`config.mk`:
```
export PLATFORM = sky130hd
export DESIGN_NAME = string_ring_buffer
export DESIGN_NICKNAME = d
export VERILOG_FILES = /design/src/rtl/srb_pkg.sv /design/src/rtl/srb_ctrl.sv /design/src/rtl/srb_dp.sv /design/src/rtl/string_ring_buffer.sv
export SDC_FILE = /design/constraint.sdc
export NUM_CORES = 1
export LEC_CHECK = 0
export BUFFER_PORTS_ARGS = -buffer_cell sky130_fd_sc_hd__buf_2
export CAP_MARGIN = 20
export CORE_MARGIN = 5
export CORE_UTILIZATION = 52
export CTS_CLUSTER_SIZE = 28
export DETAILED_ROUTE_END_ITERATION = 10
export GPL_ROUTABILITY_DRIVEN = 0
export MAX_ROUTING_LAYER = met4
export PLACE_DENSITY_LB_ADDON = 0.08
export SLEW_MARGIN = 20
export SYNTH_ARGS = -nofsm -noshare
export SYNTH_HDL_FRONTEND = slang
export SYNTH_SLANG_ARGS = --single-unit
```
`constraint.sdc`:
```
create_clock -name clk_i -period 3.3 [get_ports clk_i]
set_input_delay 0.165 -clock clk_i [delete_from_list [all_inputs] [get_ports clk_i]]
set_output_delay 0.165 -clock clk_i [all_outputs]
set_load 0.01 [all_outputs]
```
`src/rtl/srb_pkg.sv`:
```
`default_nettype none
package srb_pkg;

  localparam logic FUNC_PUT = 1'b0;
  localparam logic FUNC_GET = 1'b1;

  localparam logic [1:0] ST_PUT_OK   = 2'd0;
  localparam logic [1:0] ST_PUT_REJ  = 2'd1;
  localparam logic [1:0] ST_GOT_CHAR = 2'd2;
  localparam logic [1:0] ST_EMPTY    = 2'd3;

  // most characters one get emits
  localparam int unsigned MAX_EMIT = 32;

  typedef struct packed {
    logic put;        // accepted put transfer
    logic get_start;  // accepted get transfer
    logic get_pop;    // accepted get with at least one string stored
    logic rd;         // read store at read pointer
    logic ev;         // evaluate the byte just read
  } cmd_t;

  typedef struct packed {
    logic total_zero; // no committed string
    logic byte_zero;  // byte just read is a terminator
    logic out_free;   // output register can load this cycle
  } sts_t;

endpackage
`default_nettype wire

```
`src/rtl/srb_ctrl.sv`:
```
`default_nettype none
module srb_ctrl (
  input  wire logic          clk_i,
  input  wire logic          rst_ni,
  input  wire logic          in_valid_i,
  input  wire logic          func_i,
  output logic               in_ready_o,
  input  wire srb_pkg::sts_t sts_i,
  output srb_pkg::cmd_t      cmd_o
);

  localparam logic [1:0] S_IDLE = 2'd0;
  localparam logic [1:0] S_RD   = 2'd1;
  localparam logic [1:0] S_EV   = 2'd2;

  logic [1:0] state_q, state_d;
  logic       accept;

  assign in_ready_o = (state_q == S_IDLE) && sts_i.out_free;
  assign accept     = in_valid_i && in_ready_o;

  always_comb begin
    cmd_o.put       = accept && (func_i == srb_pkg::FUNC_PUT);
    cmd_o.get_start = accept && (func_i == srb_pkg::FUNC_GET);
    cmd_o.get_pop   = cmd_o.get_start && !sts_i.total_zero;
    cmd_o.rd        = (state_q == S_RD);
    cmd_o.ev        = (state_q == S_EV) && sts_i.out_free;
  end

  always_comb begin
    state_d = state_q;
    unique case (state_q)
      S_IDLE: begin
        if (cmd_o.get_pop) state_d = S_RD;
      end
      S_RD: begin
        state_d = S_EV;
      end
      S_EV: begin
        // stop at the terminator, otherwise fetch the next byte
        if (cmd_o.ev) state_d = sts_i.byte_zero ? S_IDLE : S_RD;
      end
      default: begin
        state_d = S_IDLE;
      end
    endcase
  end

  always_ff @(posedge clk_i or negedge rst_ni) begin
    if (!rst_ni) begin
      state_q <= S_IDLE;
    end else begin
      state_q <= state_d;
    end
  end

endmodule
`default_nettype wire

```
`src/rtl/srb_dp.sv`:
```
`default_nettype none
module srb_dp #(
  parameter int unsigned CAPACITY = 32
) (
  input  wire logic          clk_i,
  input  wire logic          rst_ni,
  input  wire srb_pkg::cmd_t cmd_i,
  output srb_pkg::sts_t      sts_o,
  input  wire logic [7:0]    char_in_i,
  output logic               out_valid_o,
  input  wire logic          out_ready_i,
  output logic [1:0]         status_o,
  output logic [7:0]         char_out_o,
  output logic               final_item_o,
  output logic [5:0]         stored_strings_o
);

  localparam int unsigned AW = $clog2(CAPACITY);
  localparam int unsigned CW = $clog2(CAPACITY + 1);
  localparam int unsigned SW = CW + 1;
  localparam logic [AW-1:0] LAST_POS = AW'(CAPACITY - 1);
  localparam logic [5:0] EMIT_MAX = 6'(srb_pkg::MAX_EMIT);
  localparam logic [5:0] EMIT_LAST = 6'(srb_pkg::MAX_EMIT - 1);

  function automatic logic [AW-1:0] next_pos(input logic [AW-1:0] p);
    return (p == LAST_POS) ? '0 : p + AW'(1);
  endfunction

  logic [7:0]    mem [CAPACITY];
  logic [7:0]    rdata_q;

  logic [AW-1:0] wp_q, wp_d, rp_q, rp_d, swp_q, swp_d;
  logic [CW-1:0] used_q, used_d, pend_q, pend_d, total_q, total_d;
  logic          ovf_q, ovf_d;
  logic [7:0]    held_q, held_d;
  logic          held_v_q, held_v_d;
  logic [5:0]    n_q, n_d, n_after;

  logic          out_valid_q, load;
  logic [1:0]    status_q, status_d;
  logic [7:0]    char_q, char_d;
  logic          final_q, final_d;
  logic [5:0]    strings_q;

  logic          fit, mem_we, byte_zero, ev_emit;
  logic [SW-1:0] need;

  assign byte_zero = (rdata_q == 8'd0);
  assign need      = SW'(used_q) + SW'(pend_q) + SW'(1);
  assign fit       = !ovf_q && (need <= SW'(CAPACITY));
  assign mem_we    = cmd_i.put && fit;
  assign n_after   = n_q + 6'(held_v_q);
  assign ev_emit   = byte_zero ? (held_v_q || (n_q == '0)) : held_v_q;

  always_comb begin
    sts_o.total_zero = (total_q == '0);
    sts_o.byte_zero  = byte_zero;
    sts_o.out_free   = !out_valid_q || out_ready_i;
  end

  always_comb begin
    wp_d     = wp_q;
    rp_d     = rp_q;
    swp_d    = swp_q;
    used_d   = used_q;
    pend_d   = pend_q;
    total_d  = total_q;
    ovf_d    = ovf_q;
    held_d   = held_q;
    held_v_d = held_v_q;
    n_d      = n_q;
    load     = 1'b0;
    status_d = srb_pkg::ST_PUT_OK;
    char_d   = 8'd0;
    final_d  = 1'b1;

    if (cmd_i.put) begin
      load = 1'b1;
      if (!fit) begin
        ovf_d    = 1'b1;
        status_d = srb_pkg::ST_PUT_REJ;
        if (char_in_i == 8'd0) begin
          // drop the whole string and roll back
          pend_d = '0;
          ovf_d  = 1'b0;
          swp_d  = wp_q;
        end
      end else begin
        swp_d  = next_pos(swp_q);
        pend_d = pend_q + CW'(1);
        if (char_in_i == 8'd0) begin
          wp_d    = swp_d;
          used_d  = used_q + pend_q + CW'(1);
          total_d = total_q + CW'(1);
          pend_d  = '0;
        end
      end
    end

    if (cmd_i.get_start) begin
      if (cmd_i.get_pop) begin
        total_d  = total_q - CW'(1);
        held_v_d = 1'b0;
        n_d      = '0;
      end else begin
        load     = 1'b1;
        status_d = srb_pkg::ST_EMPTY;
      end
    end

    if (cmd_i.ev) begin
      rp_d     = next_pos(rp_q);
      used_d   = used_q - CW'(1);
      load     = ev_emit;
      status_d = srb_pkg::ST_GOT_CHAR;
      char_d   = held_v_q ? held_q : 8'd0;
      // a held character before another character is last only if it hits the cap
      final_d  = byte_zero ? 1'b1 : (n_q == EMIT_LAST);
      if (!byte_zero) begin
        held_d   = rdata_q;
        held_v_d = (n_after < EMIT_MAX);
        n_d      = n_after;
      end
    end
  end

  always_ff @(posedge clk_i) begin
    if (mem_we) mem[swp_q] <= char_in_i;
    if (cmd_i.rd) rdata_q <= mem[rp_q];
  end

  always_ff @(posedge clk_i) begin
    held_q <= held_d;
    if (load) begin
      status_q  <= status_d;
      char_q    <= char_d;
      final_q   <= final_d;
      strings_q <= 6'(total_d);
    end
  end

  always_ff @(posedge clk_i or negedge rst_ni) begin
    if (!rst_ni) begin
      wp_q        <= '0;
      rp_q        <= '0;
      swp_q       <= '0;
      used_q      <= '0;
      pend_q      <= '0;
      total_q     <= '0;
      ovf_q       <= 1'b0;
      held_v_q    <= 1'b0;
      n_q         <= '0;
      out_valid_q <= 1'b0;
    end else begin
      wp_q     <= wp_d;
      rp_q     <= rp_d;
      swp_q    <= swp_d;
      used_q   <= used_d;
      pend_q   <= pend_d;
      total_q  <= total_d;
      ovf_q    <= ovf_d;
      held_v_q <= held_v_d;
      n_q      <= n_d;
      if (load) begin
        out_valid_q <= 1'b1;
      end else if (out_ready_i) begin
        out_valid_q <= 1'b0;
      end
    end
  end

  assign out_valid_o      = out_valid_q;
  assign status_o         = status_q;
  assign char_out_o       = char_q;
  assign final_item_o     = final_q;
  assign stored_strings_o = strings_q;

endmodule
`default_nettype wire

```
`src/rtl/string_ring_buffer.sv`:
```
// Byte ring buffer holding whole zero-terminated strings, oldest first.
// Input channel (in_valid_i/in_ready_o): func_i 0 puts char_in_i as the next
// character of the string being built, a zero character ends and commits it
// if every byte fit, else the whole string is dropped. func_i 1 pops the
// oldest committed string.
// Output channel (out_valid_o/out_ready_i): one result per put (stored or
// rejected), one per get of an empty buffer or empty string, otherwise one
// result per popped character (at most 32), final_item_o on the last one.
// Every result carries the count of committed strings.
// Timing: a put or an empty get is taken by a single handshake and its result is
// shown the next cycle; a put a cycle is sustained while results drain.
// A get walks every stored byte of the string, terminator included; each
// byte is a registered read of the store followed by a decide step that
// holds one character back to know which is last.
// Input is held off during a get. A stalled receiver holds the output
// register and, through it, all further progress.
// Reset empties the buffer at once; store contents are not cleared.
`default_nettype none
module string_ring_buffer #(
  parameter int unsigned CAPACITY = 32
) (
  input  wire logic       clk_i,
  input  wire logic       rst_ni,
  input  wire logic       in_valid_i,
  output logic            in_ready_o,
  input  wire logic       func_i,
  input  wire logic [7:0] char_in_i,
  output logic            out_valid_o,
  input  wire logic       out_ready_i,
  output logic [1:0]      status_o,
  output logic [7:0]      char_out_o,
  output logic            final_item_o,
  output logic [5:0]      stored_strings_o
);

  srb_pkg::cmd_t cmd;
  srb_pkg::sts_t sts;

  srb_ctrl u_ctrl (
    .clk_i      (clk_i),
    .rst_ni     (rst_ni),
    .in_valid_i (in_valid_i),
    .func_i     (func_i),
    .in_ready_o (in_ready_o),
    .sts_i      (sts),
    .cmd_o      (cmd)
  );

  srb_dp #(
    .CAPACITY (CAPACITY)
  ) u_dp (
    .clk_i            (clk_i),
    .rst_ni           (rst_ni),
    .cmd_i            (cmd),
    .sts_o            (sts),
    .char_in_i        (char_in_i),
    .out_valid_o      (out_valid_o),
    .out_ready_i      (out_ready_i),
    .status_o         (status_o),
    .char_out_o       (char_out_o),
    .final_item_o     (final_item_o),
    .stored_strings_o (stored_strings_o)
  );

  // a put answers in the next cycle with a single final result
  assert property (@(posedge clk_i) disable iff (!rst_ni)
    (in_valid_i && in_ready_o && (func_i == srb_pkg::FUNC_PUT)) |=>
      (out_valid_o && final_item_o &&
       ((status_o == srb_pkg::ST_PUT_OK) || (status_o == srb_pkg::ST_PUT_REJ))))
    else $error("put transfer did not produce its result");

  assert property (@(posedge clk_i) disable iff (!rst_ni)
    (out_valid_o && (status_o != srb_pkg::ST_GOT_CHAR)) |->
      ((char_out_o == 8'd0) && final_item_o))
    else $error("non-character result carries data or is not final");

  // no new input while a popped string is still being emitted
  assert property (@(posedge clk_i) disable iff (!rst_ni)
    (out_valid_o && (status_o == srb_pkg::ST_GOT_CHAR) && !final_item_o) |-> !in_ready_o)
    else $error("input accepted in the middle of a get");

endmodule
`default_nettype wire
```
==> results of run 1 <==
==> timing repair <==
item                       in CTS  in global routing
gates resized for setup         5                  2
hold buffers                    2                  0
setup endpoints to repair     256                258
gates cloned                    0                  0
hold endpoints to repair       26                  0
pin swaps                       0                  0
==> flip-flops by register name, summed over array words and instances, names as in the netlist, 6 cells and up <==
name                   count
u_dp.mem                 256
u_dp.char_out_o            8
u_dp.held_q                8
u_dp.rdata_q               8
u_dp.n_q                   6
u_dp.pend_q                6
u_dp.stored_strings_o      6
u_dp.total_q               6
u_dp.used_q                6
==> routing by layer <==
| layer | share of wire [%] | vias to the layer above | track usage (%) |
|---|---|---|---|
| li1 | - | 3159 | - |
| met4 | 2.9 | 0 | 6.562 |
| met5 | 0 | - | - |
| met1 | 43 | 3620 | 28.88 |
| met3 | 5.2 | 42 | 2.804 |
| met2 | 49 | 210 | 32.31 |
==> path summary, 6_finish.rpt <==
kind / from / to / slack, ns / cells after the start
setup / recovery: u_dp.pend_q[0]$_DFFE_PN0P_ / u_dp.mem[11][7]$_DFFE_PP_ / 0.18 / 11
hold / removal: rst_ni / u_dp.pend_q[1]$_DFFE_PN0P_ / 0.19 / 2
setup reg to reg: u_dp.pend_q[0]$_DFFE_PN0P_ / u_dp.mem[11][7]$_DFFE_PP_ / 0.18 / 11
hold reg to reg: u_dp.rdata_q[7]$_DFFE_PN_ / u_dp.held_q[7]$_DFFE_PP_ / 0.44 / 0
max in group asynchronous: rst_ni / u_dp.n_q[2]$_DFF_PN0_ / 2.40 / 3
min in group clk_i: func_i / u_dp.status_o[1]$_SDFFCE_PP1P_ / 0.19 / 4
==> cell families (layout without fill, tap and decap cells) <==
group	after synthesis	after routing	synth area share, %
flops	333	333	71.82
simple gates	172	172	6.212
mux	99	99	14.78
compound gates	59	59	2.895
buf+inv	43	162	1.286
fa+ha+maj	21	21	1.985
xor+xnor	16	16	1.029
==> power by group through the flow <==
stage,Clock [mW],Sequential [mW],Combinational [mW]
finish,3.94,5.57,4.06
global route,4.19,5.64,4.44
CTS,4.02,5.58,4.11
detailed placement,0,5.66,4.07
global placement,0,5.64,4.00
floorplan,0,5.42,2.91
==> cell usage after synthesis (12+ instances only) <==
cell / n
nand2_1: 28
a21oi_1: 16
clkbuf_1: 23
nor3_1: 12
nor2_1: 64
ha_1: 20
o21ai_0: 16
nand3_1: 13
mux2_2: 12
edfxtp_1: 289
mux4_2: 80
dfrtp_1: 44
inv_1: 12
==> final cells by class <==
class                   count  area share [%]
flip-flops and latches    333           62.20
well taps                 335           2.664
clock buffers              40           6.092
multi-input cells         367           23.46
repair buffers             86           3.881
clock inverters            24           1.416
inverters                  12          0.2863
==> worst reg2reg max path: stages, from the launching register on <==
cell and delay, ns:
dfrtp_1 0.35, inv_1 0.09, ha_1 0.23, fa_1 0.46, nor2b_1 0.19, o21ai_2 0.09, xnor2_1 0.14, o31a_1 0.38
nor2_4 0.26, nand2_2 0.25, nor2_1 0.20, buf_4 0.18
==> run metrics, run 1 <==
Final Cell Area 15730 um^2; Final setup viols 0; max-cap violations 0; Routed WL 28.60 mm; outcome completed; Fin Setup TNS 0 ns; DRT iter0 DRCs 630; area occupied by multi-input gates 3691 um^2; first-pass GRT wire length 43.92 mm; detailed-route wire length per cell 23.89 um; top_reg_cell synth edfxtp_1; # Post-CTS Setup Buffers 0; DP Area 14510 um^2; die area 29520 um^2; H-tree Lvls 2; Peak VDD IR 0.7532 mV; Startpoint Class register; crit end category register; P per Cell Area 863.1 nW/um^2; DRC 0; Global Route Usage Sum 20.70%; Clock Skew 0.009690 ns; Yosys warnings 0; final core occ 60.71%; asr flop ratio synth 13.21%; synth-to-layout area growth 15.53%; Cell Chain, Critical Path inv_1 -> ha_1 -> fa_1 -> nor2b_1 -> o21ai_2 -> xnor2_1 -> o31a_1 -> nor2_4 -> nand2_2 -> nor2_1 -> buf_4; syn_nets 777; TritonCTS clock tree yes; register area share after synthesis 71.82%; CTS clk-pin slew, worst paths 0.06 ns; Clock Sink Count 333; Reg power frac 41.0%; Worst-Skew Late Latency 0.52 ns; vias in the first global route 7247; Slew Limit Fails 0; Die Y-Extent 171.8 um; Boundary Pins 32; Tcrit/Tclk final 94.53%; Reg area 9784 um^2; Nets 871; cells after synthesis 743; Pleak 5.434 nW; dpl cells 1131; GR Overflow Total 0; Critical-path top delay cell fa_1; initial antenna violation count 0; CP peak stage delay 0.46 ns; Clock power frac 29.0%; post-DP HPWL 18.97 mm; vias post-DR 7031; share of layout cells above drive strength 1 29.12%; largest cells by area after synthesis edfxtp_1 64%, mux4_2 13%, dfrtp_1 8.1%; Final Hold Viols 0; Synth top area share 63.73%; #FFs+latches synth 333; critical setup path kind reg2reg; diode count 0; minimum clock period 3.119 ns; Starting Density 52.55%; actual slew at the worst max-slew pin 1.081 ns; Netlist cell types 59; # rows 59; crit path max fanout 8; WP buf/inv 2; core footprint 25910 um^2; TritonCTS Buffers 37; Overall Power 13.58 mW; DP Worst Slack -0.1262 ns; worst endpoint data arrival time 3.34 ns; commonest cells after routing, fill and taps aside 289 x edfxtp_1, 80 x mux4_2, 63 x nor2_1; Req. time, crit path 3.52 ns; Comb pwr share 29.9%; drt via density 5.874; DR pass1 iterations 5; Post-synth EDFFs 289; fillers 1840; Post-Synthesis Cell Area 13620 um^2; switching share of power 30.98%; largest net degree at the start of global routing 34; Buffers on Ports 31; RSZ-0062 raised after global routing true; area leader, netlist edfxtp_1; Final WS setup 0.1806 ns; delay-heaviest family, CP simple AND/OR/NAND/NOR gates; clk buf depth 3; synthesized area per cell 18.33 um^2; Hold Crit Class in2async; clk root buf clkbuf_16; Slew headroom 27.74%; P_int 9.371 mW; post-route ant nets 0; most common cell after layout, fill and taps aside edfxtp_1; Net Switching 4.207 mW; FMAX 0.3206 GHz; Die Wd 171.8 um; count of non-filler cells in the finished layout 1197; Min Hold Slack 0.1879 ns
Power figures use the tool's default switching activity.
==> run 2: changes to the inputs <==
--- a/config.mk
+++ b/config.mk
@@ -9,6 +9,7 @@
 export CAP_MARGIN = 20
 export CORE_MARGIN = 5
 export CORE_UTILIZATION = 52
+export CTS_BUF_LIST = sky130_fd_sc_hd__clkbuf_4
 export CTS_CLUSTER_SIZE = 28
 export DETAILED_ROUTE_END_ITERATION = 10
 export GPL_ROUTABILITY_DRIVEN = 0
==> run 2 against run 1 <==
Against the previous run: register-to-register slack worse by 0.03 ns; maximum frequency down 0.96%; critical path type unchanged; sequential cell count unchanged; power down 3.6%; critical endpoint is now u_dp.mem[10][7]$_DFFE_PP_; design area down 0.31%; critical path depth unchanged; largest power group unchanged.
==> run metrics, run 2 (synthesis gave the netlist of run 1 again) <==
outcome completed; Buffers on Ports 31 (unchanged); share of layout cells above drive strength 1 34.60% (+5.5 points); Pleak 5.533 nW (+1.8%); CTS clk-pin slew, worst paths 0.06 ns (about the same); Starting Density 52.55% (unchanged); Global Route Usage Sum 21.15% (+0.46 points); GR Overflow Total 0 (unchanged); Reg area 9784 um^2 (unchanged); DR pass1 iterations 5 (unchanged); Final setup viols 0 (unchanged); DRT iter0 DRCs 560 (-11%); Tcrit/Tclk final 95.44% (+0.91 points); # Post-CTS Setup Buffers 0 (unchanged); Clock Skew 0.02321 ns (+0.01352 ns); Final Hold Viols 0 (unchanged); Slew headroom 28.81% (+1.1 points); Hold Crit Class in2reg; fillers 1911 (+3.9%); TritonCTS clock tree yes; P per Cell Area 834.4 nW/um^2 (-3.3%); Fin Setup TNS 0 ns (unchanged); Slew Limit Fails 0 (unchanged); Req. time, crit path 3.66 ns (+0.14 ns); Biggest register u_dp.mem; actual slew at the worst max-slew pin 1.064 ns (-0.01603 ns); most common cell after layout, fill and taps aside edfxtp_1; clk root buf clkbuf_4; Peak VDD IR 0.4794 mV (-36%); commonest cells after routing, fill and taps aside 289 x edfxtp_1, 115 x clkbuf_4, 80 x mux4_2; die area 29520 um^2 (unchanged); detailed-route wire length per cell 22.66 um (-5.2%); vias in the first global route 7646 (+5.5%); DRC 0 (unchanged); Routed WL 29.10 mm (+1.7%); Startpoint Class register; Boundary Pins 32 (unchanged); FMAX 0.3175 GHz (-0.96%); clk buf depth 3 (unchanged); post-DP HPWL 18.97 mm (unchanged); Worst-Skew Late Latency 0.68 ns (+0.16 ns); crit path max fanout 8 (unchanged); Nets 924 (+6.1%); Die Wd 171.8 um (unchanged); critical setup path kind reg2reg; core footprint 25910 um^2 (unchanged); # rows 59 (unchanged); Clock Sink Count 333 (unchanged); minimum clock period 3.149 ns (+0.03014 ns); max-cap violations 0 (unchanged); worst endpoint data arrival time 3.51 ns (+0.17 ns); TritonCTS Buffers 85 (+130%); max reg flops 256 (unchanged); first-pass GRT wire length 44.69 mm (+1.8%); Die Y-Extent 171.8 um (unchanged); vias post-DR 7317 (+4.1%); RSZ-0062 raised after global routing true; area occupied by multi-input gates 3696 um^2 (+0.14%); initial antenna violation count 1 (+1); crit end category register; synth-to-layout area growth 15.17%; H-tree Lvls 3 (+1); drt via density 5.699 (-3.0%); largest net degree at the start of global routing 34 (unchanged); final core occ 60.52% (-0.19 points); post-route ant nets 0 (unchanged)
[run 2: cell types whose count changed in the layout (fill, tap and decap cells not counted), moves of 2 or more]
cell           delta
clkinv_1          +6
clkinv_2          +6
dlygate4sd3_1     +5
clkbuf_1          -2
clkbuf_16        -38
clkinv_4          -4
clkbuf_4        +115
[run 2: cell type report]
cell class / instances / area share [%]
inverter: 12 / 0.2872
timing repair buffer: 91 / 4.213
clock inverter: 30 / 1.348
antenna: 1 / 0.01596
multi-input combinational: 367 / 23.57
sequential: 333 / 62.39
tap: 335 / 2.673
clock buffer: 115 / 5.505
[run 2: timing repair]
item,in CTS,in global routing
resized for setup,5,3
endpoints found under the hold margin,44,1
hold buffers,6,1
setup endpoints to repair,256,258
[run 2: power by group]
part           switching [mW]  total [mW]  internal, mW
sequential              0.475        5.57          5.09
clock                    1.57        3.43          1.86
combinational            2.15        4.09          1.94
[run 2: final timing paths]
path | start | slack, ns | endpoint | depth (start not counted)
worst max-delay path | u_dp.pend_q[0]$_DFFE_PN0P_ | 0.15 | u_dp.mem[10][7]$_DFFE_PP_ | 11
worst min-delay path | in_valid_i | 0.06 | u_dp.status_o[1]$_SDFFCE_PP1P_ | 4
worst max register to register | u_dp.pend_q[0]$_DFFE_PN0P_ | 0.15 | u_dp.mem[10][7]$_DFFE_PP_ | 11
worst min register to register | u_dp.rdata_q[3]$_DFFE_PN_ | 0.45 | u_dp.held_q[3]$_DFFE_PP_ | 0
max in group asynchronous | rst_ni | 1.43 | u_dp.used_q[2]$_DFFE_PN0P_ | 4
min in group asynchronous | rst_ni | 0.47 | u_dp.pend_q[3]$_DFFE_PN0P_ | 3
[run 2: stage by stage]
stage / power, mW / hold slack (ns) / area (um^2) / cells / setup slack, ns
CTS: 13.23 / 0.003218 / 15660 / 1282 / 0.03644
global route: 13.88 / 0.03992 / 15680 / 1284 / -0.02612
global placement: 9.641 / 0.1907 / 14510 / 1131 / -0.06874
floorplan: 8.334 / -0.1306 / 13620 / 743 / 0.2416
detailed placement: 9.731 / 0.2059 / 14510 / 1131 / -0.1262
finish: 13.09 / 0.05821 / 15680 / 1284 / 0.1505
[run 2: critical path: stages, from the launching register on]
cell and delay (ns):
dfrtp_1 0.35, inv_1 0.09, ha_1 0.23, fa_1 0.46, nor2b_1 0.19, o21ai_2 0.09
xnor2_1 0.14, o31a_1 0.39, nor2_4 0.27, nand2_2 0.25, nor2_1 0.18, buf_4 0.19
[run 2: per-layer routing]
layer / GRT usage [%] / wire (um) / up-vias
met5: - / 0 / -
met4: 7.826 / 724 / 0
met3: 4.068 / 1781 / 40
met2: 32.72 / 14100 / 255
met1: 28.44 / 12490 / 3715
li1: - / - / 3307
==> run 3: changes to the inputs <==
--- a/config.mk
+++ b/config.mk
@@ -13,9 +13,9 @@
 export CTS_CLUSTER_SIZE = 28
 export DETAILED_ROUTE_END_ITERATION = 10
 export GPL_ROUTABILITY_DRIVEN = 0
+export HOLD_SLACK_MARGIN = 0.06
 export MAX_ROUTING_LAYER = met4
 export PLACE_DENSITY_LB_ADDON = 0.08
-export SLEW_MARGIN = 20
 export SYNTH_ARGS = -nofsm -noshare
 export SYNTH_HDL_FRONTEND = slang
 export SYNTH_SLANG_ARGS = --single-unit
==> constraint.sdc (replaced) <==
create_clock -name clk_i -period 2.6 [get_ports clk_i]
set_input_delay 0.13 -clock clk_i [delete_from_list [all_inputs] [get_ports clk_i]]
set_output_delay 0.13 -clock clk_i [all_outputs]
set_load 0.01 [all_outputs]
==> run 3 against run 2 <==
Against the previous run: the run now ends with setup timing left; via count is 2.6% higher; final cell count grew 2.0%; first-iteration DRC count shrank 2.7%; non-clock buffer count increased by 24; sequential cell count unchanged; clock skew is 0.014 ns higher; hold slack gained 0.25 ns; clock power grew 23%; wire length is 5.9% higher; design area increased by 3.7%; setup slack got worse by 0.26 ns; critical path type unchanged; largest cell class unchanged.
==> run metrics, run 3 (synthesis gave the netlist of run 1 again) <==
outcome complete, but fails checks; failing checks setup timing; synth-to-layout area growth 19.45%; Tcrit/Tclk final 104.4% (+8.9 points); Critical-path top delay cell o31a_1; Clock Sink Count 333 (unchanged); vias in the first global route 7872 (+3.0%); minimum clock period 2.713 ns (-0.4362 ns); worst endpoint data arrival time 3.04 ns (-0.47 ns); Nets 945 (+2.3%); vias post-DR 7507 (+2.6%); core footprint 25910 um^2 (unchanged); Die Y-Extent 171.8 um (unchanged); TritonCTS Buffers 82 (-3.5%); Slew headroom 48.03% (+19 points); Boundary Pins 32 (unchanged); delay-heaviest family, CP simple AND/OR/NAND/NOR gates; Fin Setup TNS -16.17 ns (-16.17 ns); DRC 0 (unchanged); Worst-Skew Late Latency 0.68 ns (about the same); Peak VDD IR 0.8288 mV (+73%); most common cell after layout, fill and taps aside edfxtp_1; Reg area 9784 um^2 (unchanged); WP buf/inv 2 (unchanged); Final WS setup -0.1133 ns (-0.2638 ns); post-DP HPWL 19.84 mm (+4.6%); max-cap violations 0 (unchanged); most frequent cell on the critical path nor2_4; CTS clk-pin slew, worst paths 0.07 ns (about the same); fillers 1891 (-1.0%); Overall Power 17.72 mW (+35%); depth of the worst hold-timing path 4 (unchanged); share of layout cells above drive strength 1 39.53% (+4.9 points); crit end category register; FMAX 0.3686 GHz (+16%); P per Cell Area 1089 nW/um^2 (+31%); Clock Skew 0.03688 ns (+0.01367 ns); actual slew at the worst max-slew pin 0.7779 ns (-0.2865 ns); # rows 59 (unchanged); post-route ant nets 0 (unchanged); Startpoint Class register; final core occ 62.77% (+2.3 points); initial antenna violation count 1 (unchanged); CP peak stage delay 0.38 ns (-0.08 ns); Final Cell Area 16270 um^2 (+3.7%); detailed-route wire length per cell 23.51 um (+3.8%); Hold Crit Class in2reg; Min Hold Slack 0.3127 ns (+0.2545 ns); Buffers on Ports 31 (unchanged); DP Worst Slack -0.2024 ns (-0.07627 ns); DR pass1 iterations 5 (unchanged); Pleak 5.637 nW (+1.9%); clk buf depth 3 (unchanged); worst reg2reg path depth 10 (-1); dpl cells 1142 (+0.97%); critical setup path kind reg2reg; H-tree Lvls 3 (unchanged); largest net degree at the start of global routing 57 (+68%); GR Overflow Total 0 (unchanged); max reg flops 256 (unchanged); Global Route Usage Sum 22.47% (+1.3 points); drt via density 5.731 (+0.56%); Worst path depth 10 (-1); count of non-filler cells in the finished layout 1310 (+2.0%); TritonCTS clock tree yes; Cell Chain, Critical Path inv_2 -> ha_4 -> fa_2 -> xor2_1 -> nand3_1 -> o31a_1 -> nor2_4 -> buf_12 -> nand2_8 -> nor2_4; Slew Limit Fails 0 (unchanged); commonest cells after routing, fill and taps aside 289 x edfxtp_1, 121 x clkbuf_4, 80 x mux4_2; Die Wd 171.8 um (unchanged); Biggest register u_dp.mem; Final setup viols 265 (+265); RSZ-0062 raised after global routing true; first-pass GRT wire length 47.11 mm (+5.4%); crit path max fanout 8 (unchanged); DRT iter0 DRCs 545 (-2.7%); Final Hold Viols 0 (unchanged); Req. time, crit path 2.92 ns (-0.74 ns); die area 29520 um^2 (unchanged); Starting Density 52.55% (unchanged); DP Area 14940 um^2 (+3.0%); area occupied by multi-input gates 4060 um^2 (+9.9%); clk root buf clkbuf_4; Routed WL 30.80 mm (+5.9%)
[run 3: changes by cell type in the layout (fill, tap and decap cells not counted), moves of 4 or more]
cell           delta
nor2_4           +32
buf_4            +12
nand2_8           +4
buf_12            +4
dlygate4sd3_1     +7
nor2_1           -32
clkbuf_4          +6
clkinv_2          -5
[run 3: tightest hold or removal path, cell delays in order]
cell           delay, ns
dlygate4sd3_1       0.52
buf_2               0.10
nand2b_1            0.11
o21bai_1            0.08
[run 3: worst paths after layout]
kind | endpoint | slack, ns | startpoint
setup reg to reg | u_dp.mem[11][2]$_DFFE_PP_ | -0.11 | u_dp.pend_q[0]$_DFFE_PN0P_
min in group asynchronous | u_dp.wp_q[3]$_DFFE_PN0P_ | 0.54 | rst_ni
max in group asynchronous | u_dp.rp_q[1]$_DFFE_PN0P_ | 1.86 | rst_ni
setup / recovery | u_dp.mem[11][2]$_DFFE_PP_ | -0.11 | u_dp.pend_q[0]$_DFFE_PN0P_
hold reg to reg | u_dp.held_q[7]$_DFFE_PP_ | 0.44 | u_dp.rdata_q[7]$_DFFE_PN_
hold / removal | u_ctrl.state_q[1]$_DFFE_PN0P_ | 0.31 | out_ready_i
[run 3: area by class of cell]
| class | count | share of cell area [%] |
|---|---|---|
| inverter | 12 | 0.2769 |
| sequential | 333 | 60.15 |
| tap | 335 | 2.577 |
| timing repair buffer | 115 | 5.608 |
| antenna | 1 | 0.01538 |
| clock buffer | 121 | 5.585 |
| multi-input combinational | 367 | 24.96 |
| clock inverter | 26 | 0.8231 |
[run 3: metal layers]
metal  part of all wire (%)  global-route usage [%]
met1                     42                   30.05
met2                     49                   34.85
met3                    6.9                   5.240
met4                    2.2                   7.143
met5                      0                       -
[run 3: power breakdown]
part           leakage (nW)  total, mW  internal (mW)  switching (mW)
Clock                 0.627       4.23           2.24            1.99
Combinational          1.85       6.61           3.23            3.37
Sequential             3.16       6.89           6.46           0.426
[run 3: timing repair]
| item | 4_1_cts | 5_1_grt |
|---|---|---|
| endpoints found under the setup margin | 274 | 288 |
| buffers inserted | 4 | 1 |
| pin swaps | 24 | 2 |
| endpoints found under the hold margin | 285 | 0 |
| hold buffers | 15 | 0 |
| resized for setup | 9 | 3 |
